File: src/hdl/arm_pkg.sv
// Shared types, constants and helpers for the axis rotation matrix block.
`timescale 1ns / 1ps
`default_nettype none
package arm_pkg;

  typedef struct packed {
    logic       flip;
    logic [1:0] axis;
  } arm_tag_t;

  localparam logic [1:0] AXIS_X   = 2'd0;
  localparam logic [1:0] AXIS_Y   = 2'd1;
  localparam logic [1:0] AXIS_Z   = 2'd2;
  localparam logic [1:0] ROW_LAST = 2'd3;

  localparam int TABLE_LEN = 24;

  localparam logic [24:0] FULL_TURN    = 25'd23592960;
  localparam logic [24:0] HALF_TURN    = 25'd11796480;
  localparam logic [24:0] QUARTER_TURN = 25'd5898240;
  localparam logic [24:0] THREE_QTR    = 25'd17694720;

  localparam logic [13:0] TURN_HI_BIAS = 14'd4140;
  localparam logic [24:0] RECIP_45     = 25'd1456;
  localparam logic [13:0] TURNS_45     = 14'd45;

  localparam logic [35:0] DEG_RAD_HI = 36'd4575;
  localparam logic [36:0] DEG_RAD_LO = 37'd4521;
  localparam logic [49:0] DEG_RAD_RND = 50'd131072;

  localparam logic signed [15:0] ONE_Q14 = 16'sd16384;

  localparam longint GAIN_Q30 = 64'd652032874;

  localparam longint ATAN_Q30 [TABLE_LEN] = '{
    843314857, 497837829, 263043837, 133525159,
    67021687, 33543516, 16775851, 8388437,
    4194283, 2097149, 1048576, 524288,
    262144, 131072, 65536, 32768,
    16384, 8192, 4096, 2048,
    1024, 512, 256, 128
  };

  function automatic longint half_lsb(int s);
    if (s > 0) begin
      return longint'(1) << (s - 1);
    end
    return 0;
  endfunction

  function automatic longint round_q30(longint v, int frac);
    return (v + half_lsb(30 - frac)) >>> (30 - frac);
  endfunction

endpackage
`default_nettype wire

File: src/hdl/arm_angle_reduce.sv
// Angle reduction modulo 360, fold to +/-90 degrees and conversion to radians.
`timescale 1ns / 1ps
`default_nettype none
module arm_angle_reduce #(
  parameter int FRAC = 14,
  parameter int W    = 17
) (
  input  wire                       clk,
  input  wire                       rst_n,
  input  wire                       en,
  input  wire                       in_valid,
  input  wire  signed [31:0]        in_angle,
  input  wire         [1:0]         in_axis,
  output logic                      out_valid,
  output arm_pkg::arm_tag_t         out_tag,
  output logic signed [W-1:0]       out_z
);
  import arm_pkg::*;

  localparam int     SH   = 30 - FRAC;
  localparam longint ZRND = half_lsb(SH);

  logic [5:0] v_r;

  logic [13:0] u_nxt, u_r;
  logic [24:0] qprod;
  logic [7:0]  q_r;
  logic [18:0] low_r;
  logic [1:0]  ax1_r, ax2_r;

  logic [13:0] t45, rem;
  logic [5:0]  r6;
  logic [24:0] d_nxt, d_r;

  logic        neg_nxt, flip_nxt;
  logic [22:0] mag_nxt, mag_r;
  arm_tag_t    tag3_r, tag4_r, tag5_r, tag6_r;
  logic        neg3_r, neg4_r, neg5_r;

  logic [35:0] ph_r;
  logic [36:0] pl_r;
  logic [49:0] rsum;
  logic [30:0] magq_r;

  logic [31:0] zsum, zm;
  logic signed [W-1:0] z_nxt, z_r;

  always_comb begin
    u_nxt = {in_angle[31], in_angle[31:19]} + TURN_HI_BIAS;
    qprod = 25'(u_nxt) * RECIP_45;
  end

  always_comb begin
    t45 = 14'(q_r) * TURNS_45;
    rem = u_r - t45;
    if (rem[6:0] >= 7'(TURNS_45)) begin
      r6 = 6'(rem[6:0] - 7'(TURNS_45));
    end else begin
      r6 = rem[5:0];
    end
    d_nxt = {r6, low_r};
  end

  always_comb begin
    if (d_r <= QUARTER_TURN) begin
      flip_nxt = 1'b0;
      neg_nxt  = 1'b0;
      mag_nxt  = d_r[22:0];
    end else if (d_r < THREE_QTR) begin
      flip_nxt = 1'b1;
      neg_nxt  = d_r < HALF_TURN;
      mag_nxt  = neg_nxt ? 23'(HALF_TURN - d_r) : 23'(d_r - HALF_TURN);
    end else begin
      flip_nxt = 1'b0;
      neg_nxt  = 1'b1;
      mag_nxt  = 23'(FULL_TURN - d_r);
    end
  end

  always_comb begin
    rsum = {ph_r, 14'b0} + 50'(pl_r) + DEG_RAD_RND;
    zsum = 32'(magq_r) + 32'(ZRND);
    zm   = zsum >> SH;
    z_nxt = neg5_r ? -W'(zm) : W'(zm);
  end

  always_ff @(posedge clk) begin
    if (!rst_n) begin
      v_r <= '0;
    end else if (en) begin
      v_r <= {v_r[4:0], in_valid};
    end
  end

  always_ff @(posedge clk) begin
    if (en) begin
      u_r    <= u_nxt;
      q_r    <= qprod[23:16];
      low_r  <= in_angle[18:0];
      ax1_r  <= in_axis;
      d_r    <= d_nxt;
      ax2_r  <= ax1_r;
      mag_r  <= mag_nxt;
      neg3_r <= neg_nxt;
      tag3_r <= '{flip: flip_nxt, axis: ax2_r};
      ph_r   <= 36'(mag_r) * DEG_RAD_HI;
      pl_r   <= 37'(mag_r) * DEG_RAD_LO;
      neg4_r <= neg3_r;
      tag4_r <= tag3_r;
      magq_r <= rsum[48:18];
      neg5_r <= neg4_r;
      tag5_r <= tag4_r;
      z_r    <= z_nxt;
      tag6_r <= tag5_r;
    end
  end

  assign out_valid = v_r[5];
  assign out_tag   = tag6_r;
  assign out_z     = z_r;

endmodule
`default_nettype wire

File: src/hdl/arm_cordic_cell.sv
// One rotation-mode CORDIC micro-rotation with its pipeline register.
`timescale 1ns / 1ps
`default_nettype none
module arm_cordic_cell #(
  parameter int IDX  = 0,
  parameter int FRAC = 14,
  parameter int W    = 17
) (
  input  wire                    clk,
  input  wire                    rst_n,
  input  wire                    en,
  input  wire                    in_valid,
  input  arm_pkg::arm_tag_t      in_tag,
  input  wire  signed [W-1:0]    in_x,
  input  wire  signed [W-1:0]    in_y,
  input  wire  signed [W-1:0]    in_z,
  output logic                   out_valid,
  output arm_pkg::arm_tag_t      out_tag,
  output logic signed [W-1:0]    out_x,
  output logic signed [W-1:0]    out_y,
  output logic signed [W-1:0]    out_z
);
  import arm_pkg::*;

  localparam logic signed [W-1:0] ATAN = W'(round_q30(ATAN_Q30[IDX], FRAC));

  logic signed [W-1:0] dx, dy;

  assign dx = in_y >>> IDX;
  assign dy = in_x >>> IDX;

  always_ff @(posedge clk) begin
    if (!rst_n) begin
      out_valid <= 1'b0;
    end else if (en) begin
      out_valid <= in_valid;
    end
  end

  always_ff @(posedge clk) begin
    if (en) begin
      out_tag <= in_tag;
      if (!in_z[W-1]) begin
        out_x <= in_x - dx;
        out_y <= in_y + dy;
        out_z <= in_z - ATAN;
      end else begin
        out_x <= in_x + dx;
        out_y <= in_y - dy;
        out_z <= in_z + ATAN;
      end
    end
  end

endmodule
`default_nettype wire

File: src/hdl/arm_row_emit.sv
// Rounding to Q1.14 and row-by-row output of the rotation matrix.
`timescale 1ns / 1ps
`default_nettype none
module arm_row_emit #(
  parameter int FRAC = 14,
  parameter int W    = 17
) (
  input  wire                   clk,
  input  wire                   rst_n,
  input  wire                   in_valid,
  input  arm_pkg::arm_tag_t     in_tag,
  input  wire  signed [W-1:0]   in_x,
  input  wire  signed [W-1:0]   in_y,
  output logic                  adv,
  output logic                  out_valid,
  input  wire                   out_ready,
  output logic        [1:0]     out_row_index,
  output logic signed [15:0]    out_col_zero,
  output logic signed [15:0]    out_col_one,
  output logic signed [15:0]    out_col_two,
  output logic signed [15:0]    out_col_three,
  output logic                  out_last_row
);
  import arm_pkg::*;

  localparam int     SHR  = (FRAC > 14) ? FRAC - 14 : 0;
  localparam int     SHL  = (FRAC < 14) ? 14 - FRAC : 0;
  localparam int     MW   = W + SHL;
  localparam longint HALF = half_lsb(SHR);
  localparam logic [MW-1:0] SAT = MW'(16384);

  function automatic logic signed [15:0] to_q14(logic signed [W-1:0] v, logic flip);
    logic [W-1:0]  m;
    logic [MW-1:0] mr;
    logic [15:0]   q;
    m  = v[W-1] ? -v : v;
    mr = ((MW'(m) + MW'(HALF)) >> SHR) << SHL;
    if (mr > SAT) begin
      q = 16'd16384;
    end else begin
      q = mr[15:0];
    end
    return (v[W-1] ^ flip) ? -q : q;
  endfunction

  logic                hold_v_r;
  logic [1:0]          row_r;
  logic [1:0]          axis_r;
  logic signed [15:0]  c_r, s_r, ns;
  logic signed [15:0]  col [4];

  assign adv = !hold_v_r || (out_ready && row_r == ROW_LAST);

  always_ff @(posedge clk) begin
    if (!rst_n) begin
      hold_v_r <= 1'b0;
      row_r    <= '0;
    end else if (adv) begin
      hold_v_r <= in_valid;
      row_r    <= '0;
    end else if (out_ready) begin
      row_r <= row_r + 2'd1;
    end
  end

  always_ff @(posedge clk) begin
    if (adv) begin
      c_r    <= to_q14(in_x, in_tag.flip);
      s_r    <= to_q14(in_y, in_tag.flip);
      axis_r <= in_tag.axis;
    end
  end

  assign ns = -s_r;

  always_comb begin
    for (int k = 0; k < 4; k++) begin
      col[k] = (2'(k) == row_r) ? ONE_Q14 : 16'sd0;
    end
    case (axis_r)
      AXIS_X: begin
        case (row_r)
          2'd1: begin col[1] = c_r; col[2] = ns; end
          2'd2: begin col[1] = s_r; col[2] = c_r; end
          default: ;
        endcase
      end
      AXIS_Y: begin
        case (row_r)
          2'd0: begin col[0] = c_r; col[2] = s_r; end
          2'd2: begin col[0] = ns; col[2] = c_r; end
          default: ;
        endcase
      end
      AXIS_Z: begin
        case (row_r)
          2'd0: begin col[0] = c_r; col[1] = ns; end
          2'd1: begin col[0] = s_r; col[1] = c_r; end
          default: ;
        endcase
      end
      default: ;
    endcase
  end

  assign out_valid     = hold_v_r;
  assign out_row_index = row_r;
  assign out_col_zero  = col[0];
  assign out_col_one   = col[1];
  assign out_col_two   = col[2];
  assign out_col_three = col[3];
  assign out_last_row  = (row_r == ROW_LAST);

endmodule
`default_nettype wire

File: src/hdl/axis_rotation_matrix.sv
// Top level: elementary 4x4 rotation matrix about the X, Y or Z axis.
//
//   channel | signals                                   | direction
//   in      | in_valid, in_ready, in_angle_deg, in_axis | request in
//   out     | out_valid, out_ready, out_row_index,      | request out
//           | out_col_zero..out_col_three, out_last_row |
//
// The first row leaves after the reduction, CORDIC and row registers.
// The row stage sends one matrix row per cycle while out_ready is high.
// Synchronous active-low reset empties every stage.
// out_ready low holds the current row. While a matrix is held, the whole
// pipeline halts until its last row is taken, and in_ready is low meanwhile.
`timescale 1ns / 1ps
`default_nettype none
module axis_rotation_matrix #(
  parameter int CORDIC_STAGES = 16,
  parameter int FRACTION_BITS = 14
) (
  input  wire                clk,
  input  wire                rst_n,
  input  wire                in_valid,
  output logic               in_ready,
  input  wire  signed [31:0] in_angle_deg,
  input  wire         [1:0]  in_axis,
  output logic               out_valid,
  input  wire                out_ready,
  output logic        [1:0]  out_row_index,
  output logic signed [15:0] out_col_zero,
  output logic signed [15:0] out_col_one,
  output logic signed [15:0] out_col_two,
  output logic signed [15:0] out_col_three,
  output logic               out_last_row
);
  import arm_pkg::*;

  localparam int W = FRACTION_BITS + 3;
  localparam logic signed [W-1:0] GAIN = W'(round_q30(GAIN_Q30, FRACTION_BITS));

  logic                adv;
  logic                cv   [CORDIC_STAGES+1];
  arm_tag_t            ctag [CORDIC_STAGES+1];
  logic signed [W-1:0] cx   [CORDIC_STAGES+1];
  logic signed [W-1:0] cy   [CORDIC_STAGES+1];
  logic signed [W-1:0] cz   [CORDIC_STAGES+1];

  assign in_ready = adv;
  assign cx[0]    = GAIN;
  assign cy[0]    = '0;

  arm_angle_reduce #(
    .FRAC (FRACTION_BITS),
    .W    (W)
  ) u_reduce (
    .clk       (clk),
    .rst_n     (rst_n),
    .en        (adv),
    .in_valid  (in_valid),
    .in_angle  (in_angle_deg),
    .in_axis   (in_axis),
    .out_valid (cv[0]),
    .out_tag   (ctag[0]),
    .out_z     (cz[0])
  );

  for (genvar i = 0; i < CORDIC_STAGES; i++) begin : g_cell
    arm_cordic_cell #(
      .IDX  (i),
      .FRAC (FRACTION_BITS),
      .W    (W)
    ) u_cell (
      .clk       (clk),
      .rst_n     (rst_n),
      .en        (adv),
      .in_valid  (cv[i]),
      .in_tag    (ctag[i]),
      .in_x      (cx[i]),
      .in_y      (cy[i]),
      .in_z      (cz[i]),
      .out_valid (cv[i+1]),
      .out_tag   (ctag[i+1]),
      .out_x     (cx[i+1]),
      .out_y     (cy[i+1]),
      .out_z     (cz[i+1])
    );
  end

  arm_row_emit #(
    .FRAC (FRACTION_BITS),
    .W    (W)
  ) u_emit (
    .clk           (clk),
    .rst_n         (rst_n),
    .in_valid      (cv[CORDIC_STAGES]),
    .in_tag        (ctag[CORDIC_STAGES]),
    .in_x          (cx[CORDIC_STAGES]),
    .in_y          (cy[CORDIC_STAGES]),
    .adv           (adv),
    .out_valid     (out_valid),
    .out_ready     (out_ready),
    .out_row_index (out_row_index),
    .out_col_zero  (out_col_zero),
    .out_col_one   (out_col_one),
    .out_col_two   (out_col_two),
    .out_col_three (out_col_three),
    .out_last_row  (out_last_row)
  );

endmodule
`default_nettype wire

File: config.mk
export PLATFORM = sky130hd
export DESIGN_NAME = axis_rotation_matrix
export DESIGN_NICKNAME = d
export VERILOG_FILES = /design/src/hdl/arm_pkg.sv /design/src/hdl/arm_angle_reduce.sv /design/src/hdl/arm_cordic_cell.sv /design/src/hdl/arm_row_emit.sv /design/src/hdl/axis_rotation_matrix.sv
export SDC_FILE = /design/constraint.sdc
export NUM_CORES = 2
export LEC_CHECK = 0
export ABC_CLOCK_PERIOD_IN_PS = 35600
export BUFFER_PORTS_ARGS = -buffer_cell sky130_fd_sc_hd__clkbuf_2
export CORE_AREA = 2 2 332 400
export CTS_CLUSTER_SIZE = 10
export DETAILED_ROUTE_END_ITERATION = 10
export DIE_AREA = 0 0 334 402
export GPL_TIMING_DRIVEN = 0
export MAX_ROUTING_LAYER = met4
export PLACE_DENSITY = 0.89
export REMOVE_ABC_BUFFERS = 1
export SLEW_MARGIN = 20
export SYNTH_ARGS = -nofsm -noshare
export SYNTH_HDL_FRONTEND = slang
export SYNTH_SLANG_ARGS = --single-unit
File: constraint.sdc
create_clock -name clk -period 35.6 [get_ports clk]
set_input_delay 1.78 -clock clk [delete_from_list [all_inputs] [get_ports clk]]
set_output_delay 1.78 -clock clk [all_outputs]
set_load 0.02 [all_outputs]
Word level (Yosys, flattened, before mapping)
Index checks and enable logic that the tools add are counted. Widths: inputs -> output; s select.

Register bits after elaboration: 1109. Input bits: 38. Word-level logic and storage cells: 328.

Add/subtract/negate cells: 106. $mul: 4. Order comparisons: 6. Equal/unequal tests: 8. Multiplexer cells: 72. Bitwise operators: 3. Reduce and logical (&&, ||, !) cells: 6.

Operators with widths (count): $mux 17 (48); $pmux 16 s2 (5); $pmux 32 s2 (2); $mux 16 (7); $mux 23 (3); $mux 15 (4); $add 49x18->49 const B (1); $add 49x36->49 (1); $neg 16->16 (3); $mul 23x13->36 const B (1); $mul 23x13->35 const B (1); $add 17x10->17 (2); $add 17x11->17 (2); $add 17x11->17 const B (2); $add 17x12->17 (2); $add 17x13->17 (2); $add 17x14->17 (2); $add 17x14->17 const B (2); $add 17x15->17 (2); $add 17x2->17 (2); $add 17x3->17 (2); $add 17x4->17 (2); $add 17x5->17 (2); $add 17x6->17 (2); other kinds (75) (103).

Depth between registers and ports, before layout
Depth after elaboration: 7. Mapped depth: 22.

Hierarchy
From an unflattened synthesis, not the netlist that was laid out.

Cells, all modules: 9567. Area total of the unflattened synthesis: 95594.2 µm².

Modules (own cells, without submodules): arm_angle_reduce (times used 1, cells an instance 1993, area each 21267.9 µm², sequential area each 5825.6 µm²); arm_row_emit (times used 1, cells an instance 771, area each 5642.9 µm², sequential area each 1081.0 µm²); arm_cordic_cell (g_cell[0].u_cell) (times used 1, cells an instance 497, area each 4705.8 µm², sequential area each 1611.5 µm²); arm_cordic_cell (g_cell[2].u_cell) (times used 1, cells an instance 462, area each 4556.9 µm², sequential area each 1641.6 µm²); arm_cordic_cell (g_cell[14].u_cell) (times used 1, cells an instance 458, area each 4521.8 µm², sequential area each 1641.6 µm²); arm_cordic_cell (g_cell[3].u_cell) (times used 1, cells an instance 449, area each 4508.1 µm², sequential area each 1641.6 µm²); arm_cordic_cell (g_cell[1].u_cell) (times used 1, cells an instance 437, area each 4426.7 µm², sequential area each 1641.6 µm²); arm_cordic_cell (g_cell[4].u_cell) (times used 1, cells an instance 436, area each 4416.7 µm², sequential area each 1641.6 µm²); arm_cordic_cell (g_cell[15].u_cell) (times used 1, cells an instance 443, area each 4364.2 µm², sequential area each 1641.6 µm²); arm_cordic_cell (g_cell[13].u_cell) (times used 1, cells an instance 422, area each 4289.1 µm², sequential area each 1641.6 µm²); arm_cordic_cell (g_cell[12].u_cell) (times used 1, cells an instance 421, area each 4267.8 µm², sequential area each 1641.6 µm²); arm_cordic_cell (g_cell[11].u_cell) (times used 1, cells an instance 420, area each 4244.1 µm², sequential area each 1641.6 µm²); arm_cordic_cell (g_cell[10].u_cell) (times used 1, cells an instance 402, area each 4103.9 µm², sequential area each 1641.6 µm²); arm_cordic_cell (g_cell[9].u_cell) (times used 1, cells an instance 404, area each 4093.9 µm², sequential area each 1641.6 µm²); 5 more rows.

Worst setup path before layout
No wires, ideal clock.

Path kind: input port to flip-flop. Start point: input out_ready. End point: register g_cell[0].u_cell.out_tag[0] (netlist bit), enable pin. Data arrival time: 29.885 ns. Required time: 33.815 ns. Setup slack: 3.930 ns. Stages: 5. Buffers on the path: 2. Cells stage by stage: nand2_1 -> and2_1 -> clkbuf_1 -> inv_1 -> clkbuf_1.

Word-level cells in the longest chain between the ends: 2.

RTL lines: from (decl) (line axis_rotation_matrix.sv:26) `input wire out_ready,`; $logic_and 1x1->1 (line arm_row_emit.sv:52) `assign adv = !hold_v_r || (out_ready && row_r == ROW_LAST);`; $logic_or 1x1->1 (line arm_row_emit.sv:52); net in_ready (line axis_rotation_matrix.sv:22) `output logic in_ready,`; to (signal assigned) (line arm_cordic_cell.sv:42) `out_tag <= in_tag;`; to (decl) (line arm_cordic_cell.sv:18) `output arm_pkg::arm_tag_t out_tag,`.

The timed path passes the listed nets, and every way through them passes these cells. A chain may end at the register's enable or synchronous reset.

Worst setup path after layout
Start point: input in_angle_deg[21]. End point: register u_reduce.q_r[6] (data pin).

Word-level cells in the longest chain between the ends: 2.

RTL lines: from (decl) (line axis_rotation_matrix.sv:23) `input wire signed [31:0] in_angle_deg,`; $add 14x13->14 (line arm_angle_reduce.sv:49) `u_nxt = {in_angle[31], in_angle[31:19]} + TURN_HI_BIAS;`; net u_reduce.u_nxt[2] (line arm_angle_reduce.sv:25) `logic [13:0] u_nxt, u_r;`; $mul 14x7->20 (line arm_angle_reduce.sv:50) `qprod = 25'(u_nxt) * RECIP_45;`; net u_reduce.qprod[22] (line arm_angle_reduce.sv:26) `logic [24:0] qprod;`; to (signal assigned) (line arm_angle_reduce.sv:98) `q_r <= qprod[23:16];`; to (decl) (line arm_angle_reduce.sv:27) `logic [7:0] q_r;`.

The timed path passes the listed nets, and every way through them passes these cells.

==> results by stage <==
Route:
- The first routing iteration left ~3,800 violations.
- After detailed routing, the total wire length is between 150,000 and 200,000 um.
- The number of detailed-route iterations in the first pass is 6.
- In the final routed layout, each cell accounts on average for around 19 um.
- Summing over every cut layer, the via total after detailed routing is about 62,000.
- The average via count per standard cell is 6.21.
- The count of nets left with antenna violations once routing finished came out at 0.
- For this run, design rule violations remaining after detail routing come to 0.

Timing:
- The portion of the clock cycle consumed by the worst path in the final layout is 19.8%.
- The number of hold violations in the final report was 0.
- The clock arrives with 0.0695 ns of skew.
- The minimum clock period is 7.03 ns.
- The highest clock rate is around 140 MHz.
- Setup repair after global routing left no endpoint under its margin.
- The max-slew headroom at the worst pin is roughly a quarter.
- Setup total negative slack on the finished layout was measured at 0 ns.
- The number of pins exceeding their max-slew limit in the final report is 0.
- The setup-violating endpoint count in the final report is 0.
- The measured slew at the worst slew-check pin is 1.08 ns.

Setup path:
- For the worst setup path, the data required time is 36.08 ns.
- The critical path is of the in -> reg type.
- The type of origin of the critical path is a primary input.
- The worst setup path is captured at a register.
- The arrival time of the worst setup path is between 7 and 8 ns.
- Along the worst path, the maximum fanout reaches 5.

Placement:
- The cell area after placement is ~87,000 sq um.
- Routability-driven placement finished with a final weighted congestion of ~0.95.
- Port buffering added 91 buffers.
- Detailed placement finished with a half-perimeter wire length of around 140,000 um.

Flow run:
- The max capacitance violation total is 0.

Clock network:
- TritonCTS built the clock tree.
- The number of H-tree levels is 3.
- The post-cts gate resize count is 0.
- The total setup buffers inserted after CTS is 0.
- The root buffer cell is sky130_fd_sc_hd__clkbuf_16.
- Clock-pin slew was measured on the worst setup and hold paths at 0.05 ns.
- The clock latency of the later-clocked register in the worst-skew pair is 0.78 ns.
- The maximum buffer depth of the clock tree is 3.
- The hold-fix buffer count after cts is 0.
- The clock net sink count is 1,041.
- The number of buffers inserted during clock tree synthesis is 120.

Final layout:
- The share of final-layout standard cells stronger than drive strength 1 is 4.53%.
- The fill cell total of the finished layout is 9,007.
- The total number of nets in the final design is a little under 10,000.
- The finished cells cover ~90,000 sq um.
- From synthesis to final layout, the design area changed by 7.03%.

Global routing:
- The first-pass GRT wire length is slightly above 300,000 um.
- Entering global routing, the biggest net connects about 120 pins.
- The initial antenna violation count is 0.
- The via count of the first global-routing pass was between 60,000 and 70,000.
- The overall global routing resource usage is ~29%.
- The remaining global-route overflow is 0.

Synthesis:
- In the synthesized netlist, the number of instances is between 8,000 and 9,000.
- The area of the mapped netlist is approximately 84,000 sq um.
- For this run, asynchronously set or reset flops after synthesis account for 0%.
- The sequential-to-total area share from yosys stat is a little under two fifths.
- The per-instance average area after synthesis is a little over 10 sq um.
- Counting flops with a built-in enable in the synthesized netlist gives 1,016.
- The total of flip-flops plus latches after synthesis is about 1,000.
- Of the post-synthesis cell area, the dominant cell type holds a little over a third.
- In the post-synthesis netlist, the biggest area contributors are sky130_fd_sc_hd__edfxtp_1 (36%), sky130_fd_sc_hd__ha_1 (15%), sky130_fd_sc_hd__fa_1 (7.0%).
- The primary flip-flop cell chosen by synthesis mapping is sky130_fd_sc_hd__edfxtp_1.
- In this run, distinct cell masters in the synthesized netlist total 94.
- Summed over all instances, the cell type with the most area after synthesis is sky130_fd_sc_hd__edfxtp_1.
- The count of synthesis-stage warnings from yosys is 0.

Die:
- For this configuration, the core starts out at a cell density of between 60% and 70%.
- The floorplan step defined a core boundary enclosing between 100,000 and 150,000 sq um.
- The full die area is 134,000 sq um.
- The horizontal die dimension is around 330 um.
- The floorplan row count is between 100 and 150.
- 107 I/O pins were placed.
- From bottom edge to top edge, the die measures 402 um.

Hold path:
- The min-delay analysis places its worst path in the category reg -> reg.

Run status:
- The flow ran to the end, and the final reports show no timing, DRC or antenna violations.
[cell usage after synthesis, types with 153 or more instances]
cell,number
sky130_fd_sc_hd__o21ai_0,295
sky130_fd_sc_hd__a21oi_1,557
sky130_fd_sc_hd__edfxtp_1,1016
sky130_fd_sc_hd__inv_1,948
sky130_fd_sc_hd__xnor2_1,631
sky130_fd_sc_hd__ha_1,1035
sky130_fd_sc_hd__nor3_1,302
sky130_fd_sc_hd__xor2_1,260
sky130_fd_sc_hd__nand2_1,374
sky130_fd_sc_hd__a21o_1,153
sky130_fd_sc_hd__nand3_1,186
sky130_fd_sc_hd__fa_1,292
sky130_fd_sc_hd__nor2_1,395
[stage by stage]
step                worst slack (ns)  cells  util (%)  hold WS, ns
floorplan                      11.63   8032         -        0.400
global placement                1.51   9825      65.8        0.401
detailed placement             27.83   9845      66.2        0.405
CTS                            28.65  10000      68.8        0.411
global route                   28.19  10000      68.8        0.410
finish                         28.57  10000      68.8        0.409
[flip-flops by register name (all words and copies together), names as in the netlist, 17 cells and up]
name	cells
u_reduce.low_r	19
g_cell.u_cell.out_z	239
u_reduce.pl_r	22
g_cell.u_cell.out_x	250
g_cell.u_cell.out_tag	48
u_reduce.mag_r	23
u_reduce.ph_r	35
u_reduce.out_z	17
g_cell.u_cell.out_y	255
u_reduce.d_r	25
[kinds of logic after synthesis]
family | Yosys count | share of synthesized area, %
simple gates | 1881 | 11.2
compound gates | 1862 | 14.5
fa+ha+maj | 1327 | 22.3
buf+inv | 1105 | 5.04
flops | 1041 | 36.9
xor+xnor | 893 | 9.33
mux | 58 | 0.735
other cells | 1 | 0.00446
[path summary, 6_finish.rpt]
kind / startpoint / endpoint / slack [ns] / cells past startpoint
worst max-delay path: in_angle_deg[21] / u_reduce.q_r[6]$_DFFE_PP_ / 28.57 / 23
worst min register to register: u_reduce.low_r[3]$_DFFE_PP_ / u_reduce.d_r[3]$_DFFE_PP_ / 0.41 / 0
worst max register to register: u_reduce.mag_r[5]$_DFFE_PP_ / u_reduce.ph_r[34]$_DFFE_PP_ / 28.60 / 18
worst min-delay path: u_reduce.low_r[3]$_DFFE_PP_ / u_reduce.d_r[3]$_DFFE_PP_ / 0.41 / 0
[cell usage in the layout (no fill, tap or decap), types with 121 or more instances in the layout]
cell,instances
sky130_fd_sc_hd__nand3_1,186
sky130_fd_sc_hd__xor2_1,260
sky130_fd_sc_hd__nor3_1,302
sky130_fd_sc_hd__clkbuf_16,121
sky130_fd_sc_hd__a21o_1,153
sky130_fd_sc_hd__inv_1,947
sky130_fd_sc_hd__ha_1,1031
sky130_fd_sc_hd__fa_1,292
sky130_fd_sc_hd__edfxtp_1,1016
sky130_fd_sc_hd__o21ai_0,293
sky130_fd_sc_hd__nand2_1,374
sky130_fd_sc_hd__xnor2_1,631
sky130_fd_sc_hd__a21oi_1,557
sky130_fd_sc_hd__nor2_1,395
[worst max-delay path, cell delays in order]
cell and delay, ns:
sky130_fd_sc_hd__clkbuf_2 0.09, sky130_fd_sc_hd__inv_1 0.17, sky130_fd_sc_hd__ha_1 0.24, sky130_fd_sc_hd__inv_1 0.05, sky130_fd_sc_hd__a21oi_1 0.18, sky130_fd_sc_hd__xor2_1 0.39
sky130_fd_sc_hd__inv_1 0.19, sky130_fd_sc_hd__xnor2_1 0.23, sky130_fd_sc_hd__fa_1 0.55, sky130_fd_sc_hd__inv_1 0.05, sky130_fd_sc_hd__fa_1 0.49, sky130_fd_sc_hd__inv_1 0.06
sky130_fd_sc_hd__fa_1 0.55, sky130_fd_sc_hd__inv_1 0.05, sky130_fd_sc_hd__ha_1 0.30, sky130_fd_sc_hd__a21o_1 0.17, sky130_fd_sc_hd__a21o_1 0.18, sky130_fd_sc_hd__a21oi_1 0.26
sky130_fd_sc_hd__a21oi_1 0.15, sky130_fd_sc_hd__o31ai_1 0.56, sky130_fd_sc_hd__nor2_1 0.12, sky130_fd_sc_hd__a2111oi_0 0.57, sky130_fd_sc_hd__xnor2_1 0.12
[per-layer routing]
metal  GRT usage (%)  vias to the layer above  part of all wire, %
met5               -                        -                    0
met4            18.3                        0                  6.8
met3            3.05                      756                  3.8
met2            54.1                     1931                   55
met1            27.4                    29900                   35
li1                -                    29600                    -
[area by class of cell]
cell class              count  area, sq um  share of cell area (%)
diodes                      1         2.50                 0.00278
clock buffers             145         3120                    3.46
clock inverters            26          300                   0.334
inverters                 954         3590                    3.99
multi-input cells        6037        48900                    54.4
flip-flops and latches   1041        31000                    34.4
well taps                1702         2130                    2.37
repair buffers            112          932                    1.04
Power is left out: the tool's default activity adds up to more than one toggle a clock period on the data nets, which glitch-free logic cannot reach.
